===== src/hw/rtl/ps2ma_pkg.sv =====
// Shared types and constants for the PS/2 mouse packet accumulator.
`default_nettype none

package ps2ma_pkg;

  // Default width of the running movement totals
  localparam int unsigned TOTAL_WIDTH_DEFAULT = 16;

  // Width of the reported movement fields
  localparam int unsigned DELTA_WIDTH = 16;

  // Width of one mouse byte and of the button field
  localparam int unsigned BYTE_WIDTH   = 8;
  localparam int unsigned BUTTON_WIDTH = 3;

  // Header bit positions
  localparam int unsigned HDR_SYNC_BIT   = 3;
  localparam int unsigned HDR_X_SIGN_BIT = 4;
  localparam int unsigned HDR_Y_SIGN_BIT = 5;

  // Input operation codes
  typedef enum logic {
    OP_BYTE = 1'b0,
    OP_TICK = 1'b1
  } op_t;

  // Result event kinds
  typedef enum logic {
    EV_DELTA  = 1'b0,
    EV_BUTTON = 1'b1
  } event_kind_t;

  // Position within the three-byte packet, one-hot
  typedef enum logic [2:0] {
    POS_HEADER = 3'b001,
    POS_X      = 3'b010,
    POS_Y      = 3'b100
  } pos_t;

  // One result event
  typedef struct packed {
    event_kind_t                    kind;
    logic signed [DELTA_WIDTH-1:0]  dx;
    logic signed [DELTA_WIDTH-1:0]  dy;
    logic [BUTTON_WIDTH-1:0]        buttons;
    logic                           last;
  } event_t;

endpackage

`default_nettype wire


===== src/hw/rtl/ps2_mouse_packet_accumulator.sv =====
// Top level: PS/2 mouse packet assembly, movement accumulation and event output.
`default_nettype none

// Takes one raw PS/2 mouse byte or one idle tick per input transfer. Bytes are
// gathered into header/X/Y packets (a header without bit 3 set is dropped);
// the header sets the buttons, the Y byte adds X to and subtracts Y from two
// saturating TOTAL_WIDTH-bit totals. An idle tick emits a delta event if a
// total is nonzero (then clears both) and a button event if the buttons
// changed since the last report; "last" marks the final event of the tick.
// Byte transfers are taken every cycle and never stall on the output. A tick
// is taken once the two-entry output buffer (head and one pending entry) has
// drained or while its head leaves with nothing pending; a tick that yields
// two events holds them in head and pending. Bytes flow at one per cycle.
module ps2_mouse_packet_accumulator #(
  parameter int unsigned TOTAL_WIDTH = ps2ma_pkg::TOTAL_WIDTH_DEFAULT
) (
  input  wire logic                                   clk,
  input  wire logic                                   rst,
  input  wire logic                                   in_valid,
  output      logic                                   in_ready,
  input  wire logic                                   op,
  input  wire logic [ps2ma_pkg::BYTE_WIDTH-1:0]       rx_byte,
  output      logic                                   out_valid,
  input  wire logic                                   out_ready,
  output      logic                                   event_kind,
  output      logic signed [ps2ma_pkg::DELTA_WIDTH-1:0] delta_x,
  output      logic signed [ps2ma_pkg::DELTA_WIDTH-1:0] delta_y,
  output      logic [ps2ma_pkg::BUTTON_WIDTH-1:0]     button_bits,
  output      logic                                   last
);

  localparam int unsigned DW   = ps2ma_pkg::DELTA_WIDTH;
  localparam int unsigned BW   = ps2ma_pkg::BYTE_WIDTH;
  localparam int unsigned SUMW = TOTAL_WIDTH + 1;

  // Packet state
  ps2ma_pkg::pos_t                     byte_position;
  logic                                x_sign;
  logic                                y_sign;
  logic [BW-1:0]                       x_byte;
  logic signed [TOTAL_WIDTH-1:0]       x_total;
  logic signed [TOTAL_WIDTH-1:0]       y_total;
  logic [ps2ma_pkg::BUTTON_WIDTH-1:0]  button_now;
  logic [ps2ma_pkg::BUTTON_WIDTH-1:0]  button_reported;

  // Output buffer
  ps2ma_pkg::event_t head;
  ps2ma_pkg::event_t pend;
  logic              pend_valid;

  // Handshake
  logic in_take;
  logic byte_take;
  logic tick_take;
  logic out_take;

  assign out_take  = out_valid && out_ready;
  assign in_ready  = (ps2ma_pkg::op_t'(op) == ps2ma_pkg::OP_BYTE) ||
                     !out_valid || (!pend_valid && out_ready);
  assign in_take   = in_valid && in_ready;
  assign byte_take = in_take && (ps2ma_pkg::op_t'(op) == ps2ma_pkg::OP_BYTE);
  assign tick_take = in_take && (ps2ma_pkg::op_t'(op) == ps2ma_pkg::OP_TICK);

  // Sign-extended 9-bit movements and saturating sums
  logic signed [SUMW-1:0]        mx;
  logic signed [SUMW-1:0]        my;
  logic signed [SUMW-1:0]        x_sum;
  logic signed [SUMW-1:0]        y_sum;
  logic signed [TOTAL_WIDTH-1:0] x_total_next;
  logic signed [TOTAL_WIDTH-1:0] y_total_next;

  always_comb begin
    mx    = {{(SUMW-BW){x_sign}}, x_byte};
    my    = {{(SUMW-BW){y_sign}}, rx_byte};
    x_sum = {x_total[TOTAL_WIDTH-1], x_total} + mx;
    y_sum = {y_total[TOTAL_WIDTH-1], y_total} - my;
    // clamp when the two top bits disagree
    if (x_sum[SUMW-1] != x_sum[SUMW-2]) begin
      x_total_next = {x_sum[SUMW-1], {(TOTAL_WIDTH-1){~x_sum[SUMW-1]}}};
    end else begin
      x_total_next = x_sum[TOTAL_WIDTH-1:0];
    end
    if (y_sum[SUMW-1] != y_sum[SUMW-2]) begin
      y_total_next = {y_sum[SUMW-1], {(TOTAL_WIDTH-1){~y_sum[SUMW-1]}}};
    end else begin
      y_total_next = y_sum[TOTAL_WIDTH-1:0];
    end
  end

  // Fit the totals to the reported width
  logic signed [DW-1:0] x_out;
  logic signed [DW-1:0] y_out;

  generate
    if (TOTAL_WIDTH > DW) begin : g_clamp
      localparam logic signed [TOTAL_WIDTH-1:0] OUT_MAX = TOTAL_WIDTH'(32767);
      localparam logic signed [TOTAL_WIDTH-1:0] OUT_MIN = TOTAL_WIDTH'(-32768);
      always_comb begin
        if (x_total > OUT_MAX) begin
          x_out = OUT_MAX[DW-1:0];
        end else if (x_total < OUT_MIN) begin
          x_out = OUT_MIN[DW-1:0];
        end else begin
          x_out = x_total[DW-1:0];
        end
        if (y_total > OUT_MAX) begin
          y_out = OUT_MAX[DW-1:0];
        end else if (y_total < OUT_MIN) begin
          y_out = OUT_MIN[DW-1:0];
        end else begin
          y_out = y_total[DW-1:0];
        end
      end
    end else if (TOTAL_WIDTH == DW) begin : g_same
      assign x_out = x_total;
      assign y_out = y_total;
    end else begin : g_extend
      assign x_out = {{(DW-TOTAL_WIDTH){x_total[TOTAL_WIDTH-1]}}, x_total};
      assign y_out = {{(DW-TOTAL_WIDTH){y_total[TOTAL_WIDTH-1]}}, y_total};
    end
  endgenerate

  // Events produced by a tick
  logic              want_delta;
  logic              want_button;
  ps2ma_pkg::event_t ev_delta;
  ps2ma_pkg::event_t ev_button;
  ps2ma_pkg::event_t ev0;
  logic              ev0_valid;
  logic              ev1_valid;

  always_comb begin
    want_delta  = (x_total != '0) || (y_total != '0);
    want_button = (button_now != button_reported);

    ev_delta.kind    = ps2ma_pkg::EV_DELTA;
    ev_delta.dx      = x_out;
    ev_delta.dy      = y_out;
    ev_delta.buttons = button_now;
    ev_delta.last    = !want_button;

    ev_button.kind    = ps2ma_pkg::EV_BUTTON;
    ev_button.dx      = '0;
    ev_button.dy      = '0;
    ev_button.buttons = button_now;
    ev_button.last    = 1'b1;

    ev0       = want_delta ? ev_delta : ev_button;
    ev0_valid = want_delta || want_button;
    ev1_valid = want_delta && want_button;
  end

  // Advance packet assembly and totals
  always_ff @(posedge clk) begin
    if (rst) begin
      byte_position   <= ps2ma_pkg::POS_HEADER;
      x_total         <= '0;
      y_total         <= '0;
      button_now      <= '0;
      button_reported <= '0;
    end else if (byte_take) begin
      case (byte_position)
        ps2ma_pkg::POS_X: begin
          x_byte        <= rx_byte;
          byte_position <= ps2ma_pkg::POS_Y;
        end
        ps2ma_pkg::POS_Y: begin
          x_total       <= x_total_next;
          y_total       <= y_total_next;
          byte_position <= ps2ma_pkg::POS_HEADER;
        end
        default: begin
          // drop a header that is out of sync
          if (rx_byte[ps2ma_pkg::HDR_SYNC_BIT]) begin
            x_sign        <= rx_byte[ps2ma_pkg::HDR_X_SIGN_BIT];
            y_sign        <= rx_byte[ps2ma_pkg::HDR_Y_SIGN_BIT];
            button_now    <= rx_byte[ps2ma_pkg::BUTTON_WIDTH-1:0];
            byte_position <= ps2ma_pkg::POS_X;
          end else begin
            byte_position <= ps2ma_pkg::POS_HEADER;
          end
        end
      endcase
    end else if (tick_take) begin
      x_total         <= '0;
      y_total         <= '0;
      button_reported <= button_now;
    end
  end

  // Hold events in the output buffer until each transfer completes;
  // a tick's events replace a head that leaves in the same cycle
  always_ff @(posedge clk) begin
    if (rst) begin
      out_valid  <= 1'b0;
      pend_valid <= 1'b0;
    end else if (tick_take && ev0_valid) begin
      out_valid  <= 1'b1;
      head       <= ev0;
      pend       <= ev_button;
      pend_valid <= ev1_valid;
    end else if (out_take) begin
      out_valid  <= pend_valid;
      head       <= pend;
      pend_valid <= 1'b0;
    end
  end

  assign event_kind  = head.kind;
  assign delta_x     = head.dx;
  assign delta_y     = head.dy;
  assign button_bits = head.buttons;
  assign last        = head.last;

endmodule

`default_nettype wire


===== config.mk =====
export PLATFORM = sky130hd
export DESIGN_NAME = ps2_mouse_packet_accumulator
export DESIGN_NICKNAME = d
export VERILOG_FILES = /design/src/hw/rtl/ps2ma_pkg.sv /design/src/hw/rtl/ps2_mouse_packet_accumulator.sv
export SDC_FILE = /design/constraint.sdc
export NUM_CORES = 1
export LEC_CHECK = 0
export BUFFER_PORTS_ARGS = -buffer_cell sky130_fd_sc_hd__buf_2
export CORE_AREA = 2 2 98 100
export DETAILED_ROUTE_END_ITERATION = 10
export DIE_AREA = 0 0 100 102
export GPL_ROUTABILITY_DRIVEN = 0
export GPL_TIMING_DRIVEN = 0
export PLACE_DENSITY = 0.73
export SKIP_LAST_GASP = 1
export SLEW_MARGIN = 10
export SYNTH_ARGS = -nofsm -noshare
export SYNTH_HDL_FRONTEND = slang
export SYNTH_SLANG_ARGS = --single-unit
export TNS_END_PERCENT = 30

===== constraint.sdc =====
create_clock -name clk -period 9.7 [get_ports clk]
set_clock_uncertainty 0.1 [all_clocks]
set_input_delay 0.485 -clock clk [delete_from_list [all_inputs] [get_ports clk]]
set_output_delay 0.485 -clock clk [all_outputs]
set_load 0.005 [all_outputs]

==> reports/qor.txt, run 1 <==
First-pass GRT wire length -> 17.5 mm
Largest cells by area after synthesis -> edfxtp_1 30%, dfxtp_1 17%, ha_1 8.1%
Required time of the critical path -> 9.86 ns
DRT iter0 DRCs -> 182
Combinational power share -> 5.0%
Cells after synthesis -> 455
Die area -> 10200 um^2
CTS resizes -> 0
Final setup TNS -> 0 ns
Slew @ Worst Pin -> 0.624 ns
Post-CTS Setup Bufs -> 0
Largest net degree at the start of global routing -> 20
Congestion Overflow GR -> 0
Core area -> 9110 um^2
Antenna Cells -> 0
Fill cells -> 725
Yosys reg bits -> 93
Most common cell after layout, fill and taps aside -> buf_2
Worst R2R Start -> y_out[0]$_SDFFE_PP0P_
Worst Path Buf+Inv -> 4
R2R depth -> 13
Cells along the critical path -> inv_1 > ha_1 > inv_1 > fa_1 > a211oi_1 > nor2_1 > o22a_1 > a221oi_2 > nor2_1 > and3_1 > clkbuf_1 > buf_2 > a221o_1
Hold Path Class -> in -> reg
Asr flop ratio synth -> 0%
Max rail drop VDD -> 0.0000671 V
Die X -> 100 um
Top cell type's share of synthesized area -> 30.4%
Clk_lat worst skew -> 0.37 ns
Seq/Total Area, Yosys -> 47.9%
Fin cells -> 633
Slew headroom -> 58.2%
CTS Buffer Depth -> 2
Post-synth net total -> 502
Num Clock Sinks -> 93
Vias -> 3705
Gr busiest metal -> met2
RSZ-0062 raised after global routing -> false
MaxCap Viol Count -> 0
Sink of the worst hold path -> x_byte[7]$_DFFE_PP_
Maximum clock rate -> 311 MHz
DRC -> 0
CP max stage delay -> 0.42 ns
Fin nets -> 564
Cell taking the most area after synthesis -> edfxtp_1
Fin crit period -> 3.22 ns
Ports -> 52
Met1 Resource Use GR -> 28.1%
Post-synth EDFFs -> 50
Hold Crit Depth -> 1
Startpoint types -> flop
Min Hold Slack -> 0.213 ns
Starting density of the core -> 54.2%
Hold Vio Cnt, Final -> 0
Lkg Pwr -> 2.32 nW
Share of layout cells above drive strength 1 -> 17.0%
FF-to-FF End -> y_out[5]$_SDFFE_PP0P_
Sw Ratio -> 23.6%
Outcome -> finished clean
Routed vias/inst -> 5.85
Max H-tree Level -> 3
Psw -> 0.000171 W
Drt first pass iters -> 4
Hold Path Origin -> rx_byte[7]
Remaining antenna violation count after routing -> 0
DP HPWL -> 7.97 mm
Final instance area -> 5560 um^2
CTS root buffer -> clkbuf_8
CTS tree -> built
Critical path's slowest cell -> fa_1
YS warnings -> 0
Crit end category -> flop
CP max FO -> 10
Worst path arrival time -> 3.38 ns
Placed insts -> 617
GRT Util Overall -> 22.0%
Top_reg_cell synth -> edfxtp_1
Most frequent cells in the layout -> 51 x buf_2, 50 x edfxtp_1, 43 x dfxtp_1, 35 x a21oi_1, 35 x and2_1
Mapped Avg Cell Area -> 10.8 um^2
R2r setup slk -> 6.48 ns
Hold-fix buffers at CTS -> 0
Critical path class -> reg -> reg
Initial antenna violation count -> 0
Flop pwr share -> 58.1%
# setup viols final -> 0
Period utilisation layout -> 33.2%
Cell row count -> 35
Port Buf Inserts -> 50
Post-synth cell types -> 58
Routing usage on met2 -> 38.7%
Top Family by Delay on Critical Path -> compound AO/OA/AOI/OAI gates
Slew Limit Fails -> 0
Clk pwr share -> 36.9%
P per Cell Area -> 130 nW/um^2
Die H -> 102 um
Global routing usage on met3 -> 3.08%
Area Overhead vs Synth -> 12.6%
CTS buffer count -> 9
Post-Syn Area -> 4930 um^2
Final wirelength -> 10.7 mm
Reg clk slew, reported paths -> 0.10 ns
WL/cell -> 16.9 um
Dpl cell area -> 5360 um^2
Vias in the first global route -> 3588
Internal cell power -> 0.000552 W
==> how the worst max path moves through the flow <==
stage | startpoint | end | slack, ns | depth (start not counted)
3_3_place_gp | out_ready | delta_x[1]$_SDFFCE_PN0P_ | 5.12 | 7
5_1_grt | y_out[0]$_SDFFE_PP0P_ | y_out[8]$_SDFFE_PP0P_ | 6.25 | 13
2_1_floorplan | out_ready | button_bits[0]$_DFFE_PP_ | 6.28 | 6
4_1_cts | y_out[0]$_SDFFE_PP0P_ | y_out[6]$_SDFFE_PP0P_ | 6.45 | 13
3_5_place_dp | rx_byte[0] | y_out[6]$_SDFFE_PP0P_ | 6.31 | 13
6_report | y_out[0]$_SDFFE_PP0P_ | y_out[5]$_SDFFE_PP0P_ | 6.48 | 13
==> area by class of cell <==
type | instances | area (um^2) | area share (%)
sequential | 93 | 2360 | 42.5
timing repair buffer | 51 | 278 | 5.00
clock buffer | 10 | 128 | 2.30
clock inverter | 6 | 70.1 | 1.26
multi-input combinational | 329 | 2410 | 43.4
inverter | 17 | 63.8 | 1.15
tap | 111 | 139 | 2.50
buffer | 16 | 101 | 1.82
==> cell families after synthesis <==
family                   Yosys count  share of synthesized area [%]
buffers and inverters             33                           3.35
flip-flops                        93                           47.9
adder cells (fa/ha/maj)           34                           8.93
XOR/XNOR                          30                           5.33
AND/OR/NAND/NOR                  136                           14.5
multiplexers                       6                           1.32
AO/OA/AOI/OAI                    123                           18.7
==> metal layers <==
metal,vias up,routed length (um)
met5,-,0
met4,0,150
met3,13,516
met2,89,5290
met1,1768,4760
li1,1835,-
==> cell usage after synthesis (3+ instances only) <==
| master | count |
|---|---|
| a211oi_1 | 5 |
| a21o_1 | 8 |
| a21oi_1 | 35 |
| a221o_1 | 30 |
| a31oi_1 | 3 |
| and2_1 | 35 |
| and3_1 | 7 |
| buf_6 | 3 |
| clkbuf_1 | 9 |
| dfxtp_1 | 43 |
| edfxtp_1 | 50 |
| ha_1 | 32 |
| inv_1 | 17 |
| mux2_2 | 4 |
| nand2_1 | 33 |
| nand3_1 | 7 |
| nor2_1 | 30 |
| nor2b_1 | 3 |
| nor4_1 | 9 |
| o21ai_0 | 11 |
| o21ai_1 | 3 |
| o21bai_1 | 3 |
| xnor2_1 | 14 |
| xor2_1 | 16 |
==> flip-flops by register name (all words and copies together) (netlist names), 3 cells and up <==
signal,cells
delta_x,16
button_reported,3
delta_y,16
x_byte,8
pend,3
button_now,3
byte_position,3
y_out,16
x_out,16
button_bits,3
==> through the flow <==
step / worst slack, ns / utilization [%] / total power (W)
3_3_place_gp: 5.12 / 58.4 / 0.000463
3_5_place_dp: 6.31 / 58.8 / 0.000464
5_1_grt: 6.25 / 61.0 / 0.000744
4_1_cts: 6.45 / 61.0 / 0.000728
6_report: 6.48 / 61.0 / 0.000722
2_1_floorplan: 6.28 / - / 0.000450
==> power by group through the flow <==
stage	logic, W	clock network [W]	registers [W]
after detailed placement	0.0000360	0	0.000428
after CTS	0.0000362	0.000273	0.000419
after global routing	0.0000400	0.000284	0.000420
final	0.0000362	0.000267	0.000419
after global placement	0.0000340	0	0.000429
after floorplan	0.0000209	0	0.000429
Note: power is estimated with default switching activity, not from simulation.
==> run 2: changes to the inputs <==
Settings changed: ABC_AREA from default to 1, CORE_AREA 2 2 98 100 to 2 2 105 107, DIE_AREA 0 0 100 102 to 0 0 107 109.
Clock period 9.7 ns to 3 ns, I/O delays scaled along.
==> run 2 against run 1 <==
  * Routed wire length is 32% higher
  * Via count is 37% higher
  * Register-to-register slack worse by 6.3 ns
  * Highest routed layer unchanged
==> reports/qor.txt, run 2 <==
Outcome -> finished clean
Lkg Pwr -> 2.85 nW (+23%)
Port Buf Inserts -> 50 (unchanged)
Slew headroom -> 44.1% (-14 points)
Critical path class -> reg -> reg
Post-synth EDFFs -> 50 (unchanged)
Top cell type's share of synthesized area -> 26.4% (-4.0 points)
Hold-fix buffers at CTS -> 9 (+9)
Post-synth cell types -> 30 (-48%)
Die area -> 11700 um^2 (+14%)
Share of layout cells above drive strength 1 -> 14.1% (-2.9 points)
DRT iter0 DRCs -> 332 (+82%)
Hold Vio Cnt, Final -> 0 (unchanged)
Die H -> 109 um (+6.9%)
Pwr Total -> 0.00240 W (+230%)
Clk_lat worst skew -> 0.38 ns (about the same)
CTS resizes -> 0 (unchanged)
Register Area -> 2360 um^2 (unchanged)
CP max FO -> 10 (unchanged)
Reg clk slew, reported paths -> 0.10 ns (about the same)
Routed vias/inst -> 5.25 (-10%)
Slew @ Worst Pin -> 0.838 ns (+0.214 ns)
Top_reg_cell synth -> edfxtp_1
Asr flop ratio synth -> 0% (unchanged)
Die X -> 107 um (+7.0%)
Post-Syn Area -> 5690 um^2 (+15%)
GRT Util Overall -> 25.3% (+3.3 points)
Fin crit period -> 2.80 ns (-0.416 ns)
Cell taking the most area after synthesis -> edfxtp_1
Maximum clock rate -> 357 MHz (+15%)
Worst path arrival time -> 2.95 ns (-0.43 ns)
Antenna Cells -> 0 (unchanged)
Drt first pass iters -> 5 (+1)
Slew Limit Fails -> 0 (unchanged)
DP HPWL -> 10.7 mm (+35%)
Area of the multi-input gates -> 2830 um^2 (+17%)
Area Overhead vs Synth -> 13.3%
Required time of the critical path -> 3.15 ns (-6.71 ns)
YS warnings -> 0 (unchanged)
DRC -> 0 (unchanged)
Cells after synthesis -> 751 (+65%)
Mapped Avg Cell Area -> 7.57 um^2 (-30%)
Final wirelength -> 14.2 mm (+32%)
Vias -> 5078 (+37%)
Largest net degree at the start of global routing -> 20 (unchanged)
Min Hold Slack -> 0.0403 ns (-0.172 ns)
MaxCap Viol Count -> 0 (unchanged)
Vias in the first global route -> 4735 (+32%)
CTS Buffer Depth -> 2 (unchanged)
Crit end category -> flop
Most numerous cell in the Yosys netlist -> nand2_1
Seq/Total Area, Yosys -> 41.5% (-6.4 points)
Yosys reg bits -> 93 (unchanged)
Starting density of the core -> 53.6% (-0.52 points)
Fin cells -> 967 (+53%)
Fill cells -> 959 (+32%)
Remaining antenna violation count after routing -> 0 (unchanged)
WL/cell -> 14.7 um (-13%)
P per Cell Area -> 372 nW/um^2 (+190%)
Commonest cells post-synth -> 233 x nand2_1, 101 x inv_1, 66 x nor2_1
Max H-tree Level -> 3 (unchanged)
Period utilisation layout -> 93.4% (+60 points)
CTS tree -> built
CTS buffer count -> 9 (unchanged)
Hold Path Class -> in -> reg
Post-CTS Setup Bufs -> 0 (unchanged)
# setup viols final -> 0 (unchanged)
First-pass GRT wire length -> 22.7 mm (+29%)
Placed insts -> 942 (+53%)
CTS root buffer -> clkbuf_8
Most common cell after layout, fill and taps aside -> nand2_1
RSZ-0062 raised after global routing -> false
Cell row count -> 38 (+8.6%)
Initial antenna violation count -> 0 (unchanged)
Congestion Overflow GR -> 0 (unchanged)
Startpoint types -> flop
Ports -> 52 (unchanged)
Num Clock Sinks -> 93 (unchanged)
Largest cells by area after synthesis -> edfxtp_1 26%, nand2_1 15%, dfxtp_1 15%
Core area -> 10600 um^2 (+16%)
Most frequent cells in the layout -> 233 x nand2_1, 101 x inv_1, 66 x nor2_1, 56 x nand3_1, 52 x buf_2
Fin nets -> 869 (+54%)
Max rail drop VDD -> 0.000265 V (+300%)
Post-synth net total -> 798 (+59%)
## run 2: cell types whose count changed after synthesis, sizes merged, moves of 7 or more
cell    previous run  this run
a21oi             36        65
nand3b             0        10
nand2             33       248
and2              35         3
a221o             30         0
nor2              30        66
o21ai             15         3
inv               17       108
xor2              16         2
nand3              8        57
and3               8         0
nand4              2         9
a21o               8         0
## run 2: worst paths after layout
kind	start	end	slack [ns]	cells after the start
setup / recovery	y_sign$_DFFE_PP_	y_out[13]$_SDFFE_PP0P_	0.20	13
hold / removal	out_ready	out_valid$_SDFFE_PP0N_	0.04	4
setup reg to reg	y_sign$_DFFE_PP_	y_out[13]$_SDFFE_PP0P_	0.20	13
hold reg to reg	pend_valid$_SDFFE_PP0N_	pend_valid$_SDFFE_PP0N_	0.39	2
## run 2: final cells by class
| class | instances | area share, % |
|---|---|---|
| Buffer | 17 | 1.61 |
| Clock buffer | 11 | 2.37 |
| Clock inverter | 5 | 0.699 |
| Inverter | 108 | 6.29 |
| Multi-Input combinational cell | 533 | 44.0 |
| Sequential cell | 93 | 36.7 |
| Tap cell | 140 | 2.72 |
| Timing Repair Buffer | 60 | 5.71 |
## run 2: per-layer routing
metal,wire [um],vias to the layer above,global-route usage [%]
li1,-,2554,-
met1,6320,2324,33.8
met2,6530,176,41.2
met3,913,24,4.42
met4,417,0,9.46
met5,0,-,0
## run 2: report_power, final
part	internal (W)	switching (W)	total, W
clock	0.000368	0.000502	0.000869
combinational	0.0000610	0.000106	0.000167
sequential	0.00135	0.00000917	0.00136
## run 2: worst max-delay path: stages, from the launching register on
cell      delay, ns
edfxtp_1       0.42
inv_1          0.24
ha_1           0.35
a21oi_1        0.26
nand2_1        0.08
a21oi_1        0.33
nand2_1        0.14
nand2_1        0.07
nand2_1        0.05
nand2_2        0.13
buf_2          0.25
nand3_1        0.12
nand2_1        0.08
a21oi_1        0.05
## run 2: cell families (layout without fill, tap and decap cells)
logic type	count (synthesis)	in the layout	synth area share (%)
AO/OA/AOI/OAI	73	73	7.99
XOR/XNOR	20	20	3.08
adder cells (fa/ha/maj)	34	34	7.74
buffers and inverters	125	201	8.95
flip-flops	93	93	41.5
AND/OR/NAND/NOR	406	406	30.7
## run 2: metrics by stage
stage / setup TNS (ns) / utilization [%] / setup slack (ns) / area (um^2)
6_report: 0 / 60.8 / 0.198 / 6440
5_1_grt: 0 / 60.8 / 0.0638 / 6440
4_1_cts: 0 / 60.7 / 0.291 / 6440
3_5_place_dp: 0 / 58.0 / 0.308 / 6150
3_3_place_gp: -8.62 / 57.7 / -0.235 / 6120
2_1_floorplan: 0 / - / 0.441 / 5690
